[src/jitter_buffer_ring_fifo_assert.svh]
// assertion macros for the jitter buffer ring fifo
// no dependencies; included by the top level only
`ifndef JITTER_BUFFER_RING_FIFO_ASSERT_SVH
`define JITTER_BUFFER_RING_FIFO_ASSERT_SVH

`ifndef SYNTH

`define JBRF_ASSERT_IMP(lbl, clk, rstn, ante, cons) \
  lbl: assert property (@(posedge clk) disable iff (!(rstn)) (ante) |-> (cons)) \
    else $error("implication check failed");

`define JBRF_ASSERT_NXT(lbl, clk, rstn, ante, cons) \
  lbl: assert property (@(posedge clk) disable iff (!(rstn)) (ante) |=> (cons)) \
    else $error("next cycle check failed");

`else

`define JBRF_ASSERT_IMP(lbl, clk, rstn, ante, cons)
`define JBRF_ASSERT_NXT(lbl, clk, rstn, ante, cons)

`endif

`endif

[src/jbrf_pkg.sv]
// shared constants, types and pointer helpers for the jitter buffer ring fifo
// no dependencies
package jbrf_pkg;

  localparam int DEPTH    = 16;
  localparam int PTR_W    = (DEPTH > 1) ? $clog2(DEPTH) : 1;
  localparam int WORD_W   = 32;
  localparam int THR_W    = 4;
  localparam int FILL_W   = 4;
  localparam int FILL_MAX = (1 << FILL_W) - 1;
  localparam int CMP_W    = (PTR_W > FILL_W) ? PTR_W + 1 : FILL_W + 1;
  localparam int FULL_LVL = ((DEPTH - 1) > FILL_MAX) ? FILL_MAX : (DEPTH - 1);

  localparam logic [THR_W-1:0] THR_RESET = THR_W'(8);
  localparam logic [FILL_W-1:0] FILL_FULL = FILL_W'(FULL_LVL);

  typedef enum logic {
    OP_PUSH = 1'b0,
    OP_PULL = 1'b1
  } op_e;

  typedef enum logic [1:0] {
    ST_OK        = 2'd0,
    ST_FULL      = 2'd1,
    ST_EMPTY     = 2'd2,
    ST_BUFFERING = 2'd3
  } status_e;

  typedef struct packed {
    logic             we;
    logic [PTR_W-1:0] waddr;
    logic             re;
    logic [PTR_W-1:0] raddr;
  } mem_req_t;

  typedef struct packed {
    logic              valid;
    logic              success;
    status_e           status;
    logic              pulled;
    logic [FILL_W-1:0] fill;
  } res_t;

  function automatic logic [PTR_W-1:0] next_slot(input logic [PTR_W-1:0] idx);
    logic [PTR_W-1:0] nxt;
    if (CMP_W'(idx) == CMP_W'(DEPTH - 1)) begin
      nxt = '0;
    end else begin
      nxt = idx + PTR_W'(1);
    end
    return nxt;
  endfunction

  function automatic logic [FILL_W-1:0] fill_of(input logic [PTR_W-1:0] wr,
                                                input logic [PTR_W-1:0] rd);
    logic [CMP_W-1:0] f;
    if (wr >= rd) begin
      f = CMP_W'(wr) - CMP_W'(rd);
    end else begin
      f = CMP_W'(wr) + CMP_W'(DEPTH) - CMP_W'(rd);
    end
    if (f > CMP_W'(FILL_MAX)) begin
      f = CMP_W'(FILL_MAX);
    end
    return FILL_W'(f);
  endfunction

endpackage

[src/jbrf_ram.sv]
// generic single write port ram with registered read
// no dependencies
module jbrf_ram #(
  parameter int WIDTH = 32,
  parameter int DEPTH = 16,
  parameter int ADDR_W = (DEPTH > 1) ? $clog2(DEPTH) : 1
) (
  input  logic              clk_i,
  input  logic              we_i,
  input  logic [ADDR_W-1:0] waddr_i,
  input  logic [WIDTH-1:0]  wdata_i,
  input  logic              re_i,
  input  logic [ADDR_W-1:0] raddr_i,
  output logic [WIDTH-1:0]  rdata_o
);

  logic [WIDTH-1:0] mem_q [DEPTH];
  logic [WIDTH-1:0] rdata_q;

  always_ff @(posedge clk_i) begin
    if (we_i) begin
      mem_q[waddr_i] <= wdata_i;
    end
    if (re_i) begin
      rdata_q <= mem_q[raddr_i];
    end
  end

  assign rdata_o = rdata_q;

endmodule

[src/jbrf_ctrl.sv]
// pointer, buffering gate and threshold control for the ring fifo
// depends on jbrf_pkg
module jbrf_ctrl (
  input  logic                      clk_i,
  input  logic                      rst_ni,
  input  logic                      accept_i,
  input  logic                      operation_i,
  input  logic                      cfg_we_i,
  input  logic [jbrf_pkg::THR_W-1:0] cfg_data_i,
  output jbrf_pkg::mem_req_t        mem_req_o,
  output jbrf_pkg::res_t            res_o
);
  import jbrf_pkg::*;

  logic [PTR_W-1:0] wr_q, wr_d, rd_q, rd_d;
  logic             buf_q, buf_d;
  logic [THR_W-1:0] thr_q;
  res_t             res_q, res_d;
  logic [PTR_W-1:0] nxt_w;
  logic             full, empty, below;
  logic [FILL_W-1:0] fill_now;

  assign nxt_w    = next_slot(wr_q);
  assign full     = (nxt_w == rd_q);
  assign empty    = (wr_q == rd_q);
  assign fill_now = fill_of(wr_q, rd_q);
  assign below    = (fill_now < thr_q);

  always_comb begin
    wr_d          = wr_q;
    rd_d          = rd_q;
    buf_d         = buf_q;
    mem_req_o     = '0;
    res_d         = '0;
    res_d.status  = ST_OK;
    if (accept_i) begin
      res_d.valid = 1'b1;
      case (op_e'(operation_i))
        OP_PUSH: begin
          if (full) begin
            res_d.status = ST_FULL;
          end else begin
            mem_req_o.we    = 1'b1;
            mem_req_o.waddr = wr_q;
            wr_d            = nxt_w;
            res_d.success   = 1'b1;
          end
        end
        OP_PULL: begin
          if (empty) begin
            buf_d        = 1'b1;
            res_d.status = ST_EMPTY;
          end else if (buf_q && below) begin
            res_d.status = ST_BUFFERING;
          end else begin
            buf_d           = 1'b0;
            mem_req_o.re    = 1'b1;
            mem_req_o.raddr = rd_q;
            rd_d            = next_slot(rd_q);
            res_d.success   = 1'b1;
            res_d.pulled    = 1'b1;
          end
        end
        default: begin
          res_d.status = ST_OK;
        end
      endcase
    end
    res_d.fill = fill_of(wr_d, rd_d);
  end

  always_ff @(posedge clk_i or negedge rst_ni) begin
    if (!rst_ni) begin
      wr_q  <= '0;
      rd_q  <= '0;
      buf_q <= 1'b1;
      thr_q <= THR_RESET;
      res_q <= '0;
    end else begin
      wr_q  <= wr_d;
      rd_q  <= rd_d;
      buf_q <= buf_d;
      res_q <= res_d;
      if (cfg_we_i) begin
        thr_q <= cfg_data_i;
      end
    end
  end

  assign res_o = res_q;

endmodule

[src/jitter_buffer_ring_fifo.sv]
// results: each result strobes in the cycle after its transfer is taken
// throughput: one item per cycle, set by the single ram write and read port
// busy stays low; the receiver cannot stall and needs no backpressure
// reset: pointers cleared, buffering on, threshold back to 8; ring contents kept
// depends on jbrf_pkg, jbrf_ctrl, jbrf_ram and the assertion header
module jitter_buffer_ring_fifo (
  input  logic                        clk_i,
  input  logic                        rst_ni,
  input  logic                        start,
  output logic                        busy,
  input  logic                        operation_i,
  input  logic signed [31:0]          packet_word_i,
  input  logic                        cfg_valid_i,
  output logic                        cfg_ready_o,
  input  logic [jbrf_pkg::THR_W-1:0]  cfg_data_i,
  output logic                        done_o,
  output logic                        success_o,
  output logic [1:0]                  status_o,
  output logic signed [31:0]          pulled_word_o,
  output logic [jbrf_pkg::FILL_W-1:0] fill_level_o
);
  import jbrf_pkg::*;

  `include "jitter_buffer_ring_fifo_assert.svh"

  logic              accept;
  mem_req_t          mem_req;
  res_t              res;
  logic [WORD_W-1:0] rdata;

  assign busy        = 1'b0;
  assign cfg_ready_o = 1'b1;
  assign accept      = start && !busy;

  jbrf_ctrl u_ctrl (
    .clk_i       (clk_i),
    .rst_ni      (rst_ni),
    .accept_i    (accept),
    .operation_i (operation_i),
    .cfg_we_i    (cfg_valid_i && cfg_ready_o),
    .cfg_data_i  (cfg_data_i),
    .mem_req_o   (mem_req),
    .res_o       (res)
  );

  jbrf_ram #(
    .WIDTH (WORD_W),
    .DEPTH (DEPTH)
  ) u_ram (
    .clk_i   (clk_i),
    .we_i    (mem_req.we),
    .waddr_i (mem_req.waddr),
    .wdata_i (packet_word_i),
    .re_i    (mem_req.re),
    .raddr_i (mem_req.raddr),
    .rdata_o (rdata)
  );

  assign done_o        = res.valid;
  assign success_o     = res.success;
  assign status_o      = res.status;
  assign fill_level_o  = res.fill;
  assign pulled_word_o = res.pulled ? $signed(rdata) : '0;

  `JBRF_ASSERT_NXT(a_result_follows, clk_i, rst_ni, accept, done_o)
  `JBRF_ASSERT_IMP(a_success_ok, clk_i, rst_ni, done_o && success_o, status_o == ST_OK)
  `JBRF_ASSERT_IMP(a_fail_zero, clk_i, rst_ni, done_o && !success_o, pulled_word_o == '0)
  `JBRF_ASSERT_IMP(a_full_level, clk_i, rst_ni, done_o && status_o == ST_FULL,
                   fill_level_o == FILL_FULL)

endmodule

[config.mk]
export PLATFORM = sky130hd
export DESIGN_NAME = jitter_buffer_ring_fifo
export DESIGN_NICKNAME = d
export VERILOG_FILES = /design/src/jbrf_pkg.sv /design/src/jbrf_ram.sv /design/src/jbrf_ctrl.sv /design/src/jitter_buffer_ring_fifo.sv
export VERILOG_INCLUDE_DIRS = /design/src /design/src/src
export SDC_FILE = /design/constraint.sdc
export NUM_CORES = 1
export LEC_CHECK = 0
export BUFFER_PORTS_ARGS = -buffer_cell sky130_fd_sc_hd__buf_2
export CAP_MARGIN = 10
export CELL_PAD_IN_SITES_DETAIL_PLACEMENT = 0
export CELL_PAD_IN_SITES_GLOBAL_PLACEMENT = 1
export CORE_MARGIN = 2
export CORE_UTILIZATION = 53
export CTS_CLUSTER_SIZE = 20
export DETAILED_ROUTE_END_ITERATION = 8
export PLACE_DENSITY_LB_ADDON = 0.05
export SLEW_MARGIN = 0
export SYNTH_ARGS = -nofsm -noshare
export SYNTH_HDL_FRONTEND = slang
export SYNTH_SLANG_ARGS = --single-unit
[constraint.sdc]
create_clock -name clk_i -period 7.47 [get_ports clk_i]
set_input_delay 1.494 -clock clk_i [delete_from_list [all_inputs] [get_ports clk_i]]
set_output_delay 1.494 -clock clk_i [all_outputs]
set_load 0.01 [all_outputs]
==> results of run 1 <==
-- cells in the mapped netlist, types with 3 or more instances --
library cell / instances
mux2i_1: 65
buf_6: 3
a221oi_1: 8
edfxtp_1: 544
a311oi_2: 3
inv_1: 22
a21oi_1: 72
nor2b_1: 4
o21ai_0: 40
a2bb2oi_1: 5
and2_1: 34
o2111ai_1: 26
nor2_1: 57
a311oi_1: 6
buf_4: 12
nand4_1: 9
o311a_1: 8
ha_1: 13
a21o_1: 4
or3_1: 25
o22ai_1: 24
dfrtp_1: 20
nor4_1: 3
a2bb2oi_2: 3
mux4_2: 24
o211ai_1: 33
nand2_1: 65
o221ai_1: 26
o221ai_2: 6
and3_1: 4
a32oi_1: 24
xnor2_1: 10
buf_1: 6
clkbuf_1: 44
buf_2: 27
nand2b_1: 9
-- logic make-up (layout without fill, tap and decap cells) --
kind of cell	after synthesis	count (layout)	synth area share (%)
flip-flops	566	566	75.9
AND/OR/NAND/NOR	227	227	5.13
XOR/XNOR	11	11	0.433
AO/OA/AOI/OAI	298	298	9.74
multiplexers	91	91	5.45
other	2	2	0.0337
buffers and inverters	116	232	2.42
adder cells (fa/ha/maj)	15	15	0.911
-- path summary, 6_finish.rpt --
| path | end | cells after the start | slack [ns] | from |
|---|---|---|---|---|
| min | u_ctrl.buf_q | 2 | 0.50 | u_ctrl.buf_q |
| min reg2reg | u_ctrl.buf_q | 2 | 0.50 | u_ctrl.buf_q |
| max reg2reg | u_ctrl.res_o[1] | 20 | 1.77 | u_ctrl.rd_q[0] |
| max | u_ctrl.res_o[1] | 20 | 1.77 | u_ctrl.rd_q[0] |
| min in group asynchronous | u_ctrl.res_o[8] | 1 | 0.88 | rst_ni |
| max in group asynchronous | u_ctrl.rd_q[1] | 1 | 6.18 | rst_ni |
-- worst register-to-register path, stage by stage, from the launching register on --
cell and delay (ns):
dfrtp_4 1.01, ha_1 0.35, inv_1 0.06, fa_1 0.43
a211o_1 0.33, o211ai_1 0.19, nand2_1 0.10, ha_1 0.31
a21o_1 0.18, a21oi_1 0.18, a21boi_2 0.36, a21bo_4 0.26
inv_4 0.15, a21oi_1 0.37, ha_1 0.32, a21o_1 0.16
a21o_1 0.20, a31oi_1 0.20, xor2_1 0.20, nand3b_1 0.16
nand2b_1 0.11
-- registers in the layout, summed over array words and instances (netlist names) --
register and count:
u_ram.mem_q 512, u_ram.rdata_o 32, u_ctrl.res_o 9, u_ctrl.rd_q 4, u_ctrl.thr_q 4, u_ctrl.wr_q 4
u_ctrl.buf_q 1
-- area by class of cell --
class                      count  area share, %
sequential                   566           67.8
multi-input combinational    644           19.8
clock buffer                  76           6.13
tap                          539           2.71
timing repair buffer         112           2.57
clock inverter                20          0.552
inverter                      24          0.372
-- through the flow --
stage	utilization, %	hold slack (ns)	total power [W]	worst slack (ns)
6_report	59.8	0.503	0.00889	1.77
5_1_grt	59.8	0.555	0.00931	1.37
4_1_cts	59.8	0.505	0.00896	1.74
3_5_place_dp	55.8	0.494	0.00637	1.76
3_3_place_gp	55.8	0.512	0.00634	1.82
2_1_floorplan	-	0.476	0.00560	1.65
-- per-layer routing --
layer,vias to the layer above,GRT usage (%),share of wire [%]
met5,-,0,0
met4,0,7.36,2.3
met3,79,3.28,5.1
met2,361,41.1,49
met1,6344,34.5,43
li1,5455,-,-
-- power by group --
part	leakage [nW]	switching [W]	internal (W)
Combinational	2.22	0.00146	0.000849
Clock	0.818	0.00111	0.00148
Sequential	5.17	0.000214	0.00377
==> impl_metrics.yaml, run 1 <==
critical_path:
  worstPathCellList: "ha_1 -> inv_1 -> fa_1 -> a211o_1 -> o211ai_1 -> nand2_1 -> ha_1 -> a21o_1 -> a21oi_1 -> a21boi_2 -> a21bo_4 -> inv_4 -> a21oi_1 -> ha_1 -> a21o_1 -> a21o_1 -> a31oi_1 -> xor2_1 -> nand3b_1 -> nand2b_1"
  critPathMaxStageDelay_ns: 1.01
  worst-path-buf-inv: 2
  crit_path_top_delay_cell: "dfrtp_4"
  crit_arrival_ns: 6.23
  cp-start-kind: "register"
  cp-end-kind: "register"
  worstSetupPathType: "reg2reg"
  required_ns: 8.00
  crit_fanout: 52
  critPathTopFamily: "compound AO/OA/AOI/OAI gates"
worst_hold_path:
  holdCritPathClass: "reg2reg"
layout:
  areaGrowthSynthToFinish_pct: 11.9
  layout_common_cells: "edfxtp_1 (544), buf_2 (80), a21oi_1 (71)"
  regArea_um2: 16900
  fill_cells: 3207
  final_cells: 1981
  multiInputGateArea_um2: 4940
  fin_area_um2: 24900
  layout_commonest_cell: "edfxtp_1"
  final_layout_size_suffix_gt1_share_pct: 17.8
  antenna_cells: 0
  num-nets-final: 1460
synthesis:
  synth_top_area_cell: "edfxtp_1"
  synthArstFlopShare_pct: 3.89
  postSynthCellCount: 1326
  synth_top_area_share_pct: 73.4
  netlist_area_um2: 22300
  synth_seq_cells: 566
  synth.yosys.seq_area_share_pct: 75.9
  synthesis.nets: 1382
  synth_area_leaders: "edfxtp_1 (73%), mux2i_1 (2.9%), mux4_2 (2.4%)"
  synth_flop_cell: "edfxtp_1"
  synth_enable_flop_cells: 544
  avgSynthCellArea_um2: 16.8
  yosys_warnings: 0
  synthDistinctLibCells: 65
timing:
  rsz0062_at_grt: "no"
  hold_violations: 0
  timing.fmax_mhz: 175
  tns_ns: 0
  max_slew_margin_pct: 27.8
  worst_slew_pin_slew_ns: 1.08
  period_minus_slack_ns: 5.70
  setup_viol: 0
  finClkSkew_ns: 0.0180
  min_period_over_period_pct: 76.4
  slew_viol_final: 0
floorplanning:
  fp.dieW_um: 209
  fp.dieH_um: 209
  dieArea_um2: 43600
  ios: 83
  num_rows: 75
  core_area_um2: 41700
  start_util_pct: 53.4
pwr:
  power_density_nw_per_um2: 357
  ir_worst_vdd_v: 0.000201
  p_leak_nw: 8.20
clocking:
  h-tree-depth: 2
  root_buffer: "clkbuf_16"
  cts_num_sinks: 566
  postCtsHoldBufs: 0
  cts_setup_buffers: 0
  cts.reportedPaths.clkPinSlew_ns: 0.06
  tritoncts: "yes"
  clock_path_buffers: 3
  post_cts_resized: 0
  cts_inserted_buffers: 56
  clock_latency_ns: 0.60
detailed_routing:
  wl_per_cell_um: 26.7
  viasPerCell: 6.18
  dr.pass1.iters: 6
  vias: 12200
  drtIter0Drc: 1040
  drc: 0
  ant_nets: 0
  drt_wl_total_mm: 53.0
outcome:
  status: "finished clean"
placement:
  globalplace.congestion: 0.765
  port_buffers: 80
  hpwl_mm: 27.7
  dp_cells: 1885
  placed_cell_area_um2: 23200
global_route:
  overflow: 0
  grt_pass1_wl_mm: 79.4
  antenna_found_initial: 0
  grt_pass1_vias: 12500
  grt_max_degree: 65
  grtUsageTotal_pct: 24.7
job:
  max_cap_violations: 0
Note: power is estimated with default switching activity, not from simulation.
==> run 2: changes to the inputs <==
- clock period: 7.47 -> 6 ns (I/O delays scaled with it)
==> run 2 against run 1 <==
Fmax is 9.4% higher. Design area is 0.33% higher. Global-route usage is 0.051 points higher. Flip-flop and latch count stayed put. Utilization is 0.20 points higher. Hold slack better by 0.014 ns. Sequential power is 22% higher. Power is 25% higher. Setup slack worse by 0.98 ns. Largest cell class unchanged. Highest routed layer is now met5.
==> impl_metrics.yaml, run 2 (synthesis gave the netlist of run 1 again) <==
critical_path:
  worstSetupPathType: "reg2reg"
  cp-end-kind: "register"
  worstPathCellList: "inv_1 -> ha_1 -> inv_1 -> fa_1 -> a211o_1 -> o211ai_1 -> nand2_1 -> ha_1 -> and3_1 -> nand4_2 -> a21bo_4 -> inv_4 -> buf_4 -> nand2_2 -> buf_12 -> a21oi_1 -> a32oi_1"
  worst-path-buf-inv: 5
  cp-start-kind: "register"
  required_ns: 6.32
  crit_arrival_ns: 5.54
  critPathTopFamily: "buffers and inverters"
  critPathMaxStageDelay_ns: 0.60
  crit_fanout: 42
  cp_num_cells: 17
  crit_path_top_delay_cell: "buf_4"
  r2r_cells: 17
detailed_routing:
  vias: 12300
  wl_per_cell_um: 26.7
  drtIter0Drc: 1100
  drt_wl_total_mm: 53.1
  drc: 0
  dr.pass1.iters: 5
  ant_nets: 0
  viasPerCell: 6.17
clocking:
  post_cts_resized: 0
  clock_path_buffers: 3
  root_buffer: "clkbuf_16"
  postCtsHoldBufs: 0
  tritoncts: "yes"
  clock_latency_ns: 0.60
  cts_num_sinks: 566
  h-tree-depth: 2
  cts.reportedPaths.clkPinSlew_ns: 0.06
  cts_inserted_buffers: 56
  cts_setup_buffers: 0
timing:
  worst_slew_pin_slew_ns: 1.12
  min_period_over_period_pct: 86.9
  finClkSkew_ns: 0.0165
  max_slew_margin_pct: 25.2
  timing.fmax_mhz: 192
  tns_ns: 0
  setup_viol: 0
  rsz0062_at_grt: "no"
  period_minus_slack_ns: 5.22
  slew_viol_final: 0
  setup_ws_ns: 0.784
  hold_violations: 0
floorplanning:
  start_util_pct: 53.4
  num_rows: 75
  core_area_um2: 41700
  ios: 83
  dieArea_um2: 43600
  fp.dieW_um: 209
  fp.dieH_um: 209
layout:
  antenna_cells: 0
  largest-register: "u_ram.mem_q"
  layout_commonest_cell: "edfxtp_1"
  num-nets-final: 1465
  final_layout_size_suffix_gt1_share_pct: 18.1
  areaGrowthSynthToFinish_pct: 12.3
  largest_reg_flops: 512
  layout_common_cells: "edfxtp_1 (544), buf_2 (80), a21oi_1 (71)"
  fill_cells: 3141
worst_hold_path:
  holdCritPathClass: "reg2reg"
  min_path_cells: 2
global_route:
  grtUsageTotal_pct: 24.7
  grt_pass1_wl_mm: 79.6
  grt_pass1_vias: 12300
  grt_max_degree: 61
  antenna_found_initial: 1
  overflow: 0
placement:
  globalplace.congestion: 0.786
  port_buffers: 80
  hpwl_mm: 28.5
  place_ws_ns: 0.813
pwr:
  p_leak_nw: 8.24
  power_density_nw_per_um2: 446
  ir_worst_vdd_v: 0.000338
outcome:
  status: "finished clean"
job:
  max_cap_violations: 0
==> run 2: cell types whose count changed in the layout (fill, tap and decap cells not counted), sizes merged <==
cell,previous run,this run
bufinv,2,4
inv,24,25
buf,112,117
clkbuf,76,69
clkinv,18,25
==> run 2: tightest hold or removal path, delay by kind of cell (launching register included) <==
family	cells	cell delay, ns
DFF	1	0.37
and+or+nand+nor	2	0.15
==> run 2: worst paths after layout <==
path | startpoint | end | slack (ns)
worst min register to register | u_ctrl.buf_q | u_ctrl.buf_q | 0.52
max in group asynchronous | rst_ni | u_ctrl.rd_q[1] | 4.99
worst min-delay path | u_ctrl.buf_q | u_ctrl.buf_q | 0.52
min in group asynchronous | rst_ni | u_ctrl.res_o[3] | 0.59
worst max register to register | u_ctrl.wr_q[0] | u_ram.rdata_o[2] | 0.78
worst max-delay path | u_ctrl.wr_q[0] | u_ram.rdata_o[2] | 0.78
==> run 2: area by class of cell <==
cell class	count	area [um^2]	share of cell area [%]
Sequential cell	566	16900	67.6
Multi-Input combinational cell	644	4940	19.8
Clock buffer	69	1450	5.80
Timing Repair Buffer	117	691	2.76
Tap cell	539	674	2.70
Clock inverter	30	246	0.986
Inverter	24	92.6	0.370
==> run 2: routing by layer <==
| metal | global-route usage [%] | share of wire (%) |
|---|---|---|
| met1 | 35.9 | 45 |
| met2 | 40.3 | 48 |
| met3 | 3.25 | 4.9 |
| met4 | 6.13 | 1.8 |
| met5 | 0 | 0.032 |
==> run 2: power by group <==
group	switching (W)	internal, W	total, W
sequential	0.000162	0.00470	0.00486
combinational	0.00192	0.00107	0.00299
clock	0.00142	0.00187	0.00329
total	0.00350	0.00764	0.0111
==> run 2: per-stage QoR <==
stage	util (%)	hold WS, ns	area (um^2)	instances	power [W]
6_report	60.0	0.517	25000	1989	0.0111
5_1_grt	60.0	0.530	25000	1989	0.0117
4_1_cts	60.0	0.523	25000	1989	0.0112
3_5_place_dp	55.9	0.512	23300	1890	0.00794
3_3_place_gp	55.9	0.510	23300	1890	0.00790
2_1_floorplan	-	0.476	22300	1326	0.00697
==> run 3: changes to the inputs <==
- CORE_UTILIZATION: 53 -> 55
- CTS_BUF_LIST: not set -> sky130_fd_sc_hd__clkbuf_8
- SLEW_MARGIN: 0 -> 20
==> run 3 against run 2 <==
Clock power fell by 13%. Clock-buffer cell count up 23. Critical path depth decreased by 1. Fmax down 2.5%. Combinational power is essentially flat. Critical path type unchanged. Die area shrank 3.6%. Critical endpoint is now u_ram.rdata_o[27]. Utilization is 2.2 points higher. Routed wire length down 1.5%. Largest cell class unchanged. Final cell count grew 1.7%. Highest routed layer unchanged.
==> impl_metrics.yaml, run 3 (synthesis gave the netlist of run 1 again) <==
timing:
  slew_viol_final: 0
  rsz0062_at_grt: "no"
  min_period_over_period_pct: 89.2
  tns_ns: 0
  setup_ws_ns: 0.650
  max_slew_margin_pct: 25.7
  timing.fmax_mhz: 187
  worst_slew_pin_slew_ns: 1.11
  setup_viol: 0
  finClkSkew_ns: 0.0283
  whs_ns: 0.533
  hold_violations: 0
  period_minus_slack_ns: 5.35
clocking:
  tritoncts: "yes"
  clock_path_buffers: 3
  post_cts_resized: 0
  cts_inserted_buffers: 90
  cts.reportedPaths.clkPinSlew_ns: 0.07
  root_buffer: "clkbuf_8"
  cts_num_sinks: 566
  h-tree-depth: 3
  postCtsHoldBufs: 0
  cts_setup_buffers: 0
  clock_latency_ns: 0.64
critical_path:
  r2r_cells: 16
  regToRegEndpoint: "u_ram.rdata_o[27]"
  reg2reg_from: "u_ctrl.wr_q[0]"
  crit_arrival_ns: 5.69
  worstSetupPathType: "reg2reg"
  startpoint: "u_ctrl.wr_q[0]"
  cp-endpoint: "u_ram.rdata_o[27]"
  r2r_slack_ns: 0.65
  crit_fanout: 56
  required_ns: 6.34
  cp-end-kind: "register"
  cp-start-kind: "register"
layout:
  fill_cells: 3060
  layout_common_cells: "edfxtp_1 (544), clkbuf_8 (92), buf_2 (80)"
  num-nets-final: 1495
  regArea_um2: 16900
  largest-register: "u_ram.mem_q"
  areaGrowthSynthToFinish_pct: 11.3
  antenna_cells: 0
  layout_commonest_cell: "edfxtp_1"
  largest_reg_flops: 512
  final_cells: 2022
  final_layout_size_suffix_gt1_share_pct: 19.4
  multiInputGateArea_um2: 4940
pwr:
  ir_worst_vdd_v: 0.000242
  p_leak_nw: 8.28
  power_density_nw_per_um2: 432
job:
  max_cap_violations: 0
outcome:
  status: "finished clean"
floorplanning:
  dieArea_um2: 42100
  fp.dieW_um: 205
  start_util_pct: 55.9
  num_rows: 73
  ios: 83
  core_area_um2: 39800
  fp.dieH_um: 205
detailed_routing:
  drtIter0Drc: 962
  vias: 12500
  drt_wl_total_mm: 52.3
  viasPerCell: 6.16
  drc: 0
  ant_nets: 0
  wl_per_cell_um: 25.9
  dr.pass1.iters: 5
worst_hold_path:
  holdCritPathClass: "in2async"
global_route:
  grtUsageTotal_pct: 25.6
  overflow: 0
  grt_max_degree: 65
  grt_pass1_vias: 12600
  antenna_found_initial: 1
  grt_pass1_wl_mm: 78.4
placement:
  globalplace.congestion: 0.765
  hpwl_mm: 27.6
  port_buffers: 80
  dp_cells: 1872
  place_ws_ns: 0.722
[run 3: power by group]
group	total (W)	internal, W	switching, W
Clock	0.00287	0.00145	0.00142
Combinational	0.00300	0.00107	0.00193
Sequential	0.00483	0.00470	0.000129
[run 3: metal layers]
layer  global-route usage (%)  share of wire (%)  wire (um)  vias to the layer above
met5                        0              0.011          6                        -
met4                     9.15                2.6       1340                        2
met3                     4.14                5.6       2930                       87
met2                     41.0                 48      25000                      419
met1                     35.9                 44      23000                     6410
li1                         -                  -          -                     5538
[run 3: worst min path at each step]
| stage | to | startpoint | slack (ns) | depth (start not counted) |
|---|---|---|---|---|
| after floorplan | u_ctrl.thr_q[3] | u_ctrl.thr_q[3] | 0.48 | 2 |
| after global placement | u_ctrl.thr_q[3] | u_ctrl.thr_q[3] | 0.53 | 2 |
| after detailed placement | u_ctrl.thr_q[3] | u_ctrl.thr_q[3] | 0.54 | 2 |
| after CTS | u_ctrl.thr_q[2] | rst_ni | 0.52 | 1 |
| after global routing | u_ctrl.thr_q[2] | rst_ni | 0.56 | 1 |
| final | u_ctrl.thr_q[2] | rst_ni | 0.53 | 1 |
[run 3: area by class of cell]
class                      count  area share, %
inverter                      24          0.374
clock buffer                  92           5.11
tap                          525           2.65
multi-input combinational    644           20.0
timing repair buffer         113           2.67
clock inverter                58           1.06
sequential                   566           68.2
[run 3: metrics by stage]
stage	util, %	cell area (um^2)	power [W]
finish	62.2	24800	0.0107
global route	62.2	24800	0.0112
CTS	62.2	24800	0.0108
detailed placement	58.4	23300	0.00793
global placement	58.4	23300	0.00788
floorplan	-	22300	0.00697
[run 3: critical path: stages (launching register included)]
cell	delay (ns)
dfrtp_1	0.52
inv_1	0.14
ha_1	0.20
inv_1	0.07
fa_1	0.43
a211o_1	0.33
o211ai_1	0.19
nand2_1	0.10
ha_1	0.35
and3_1	0.24
nand4_2	0.20
a21bo_4	0.32
inv_4	0.29
buf_4	0.70
nand2_1	0.40
a221oi_1	0.46
a311oi_2	0.06
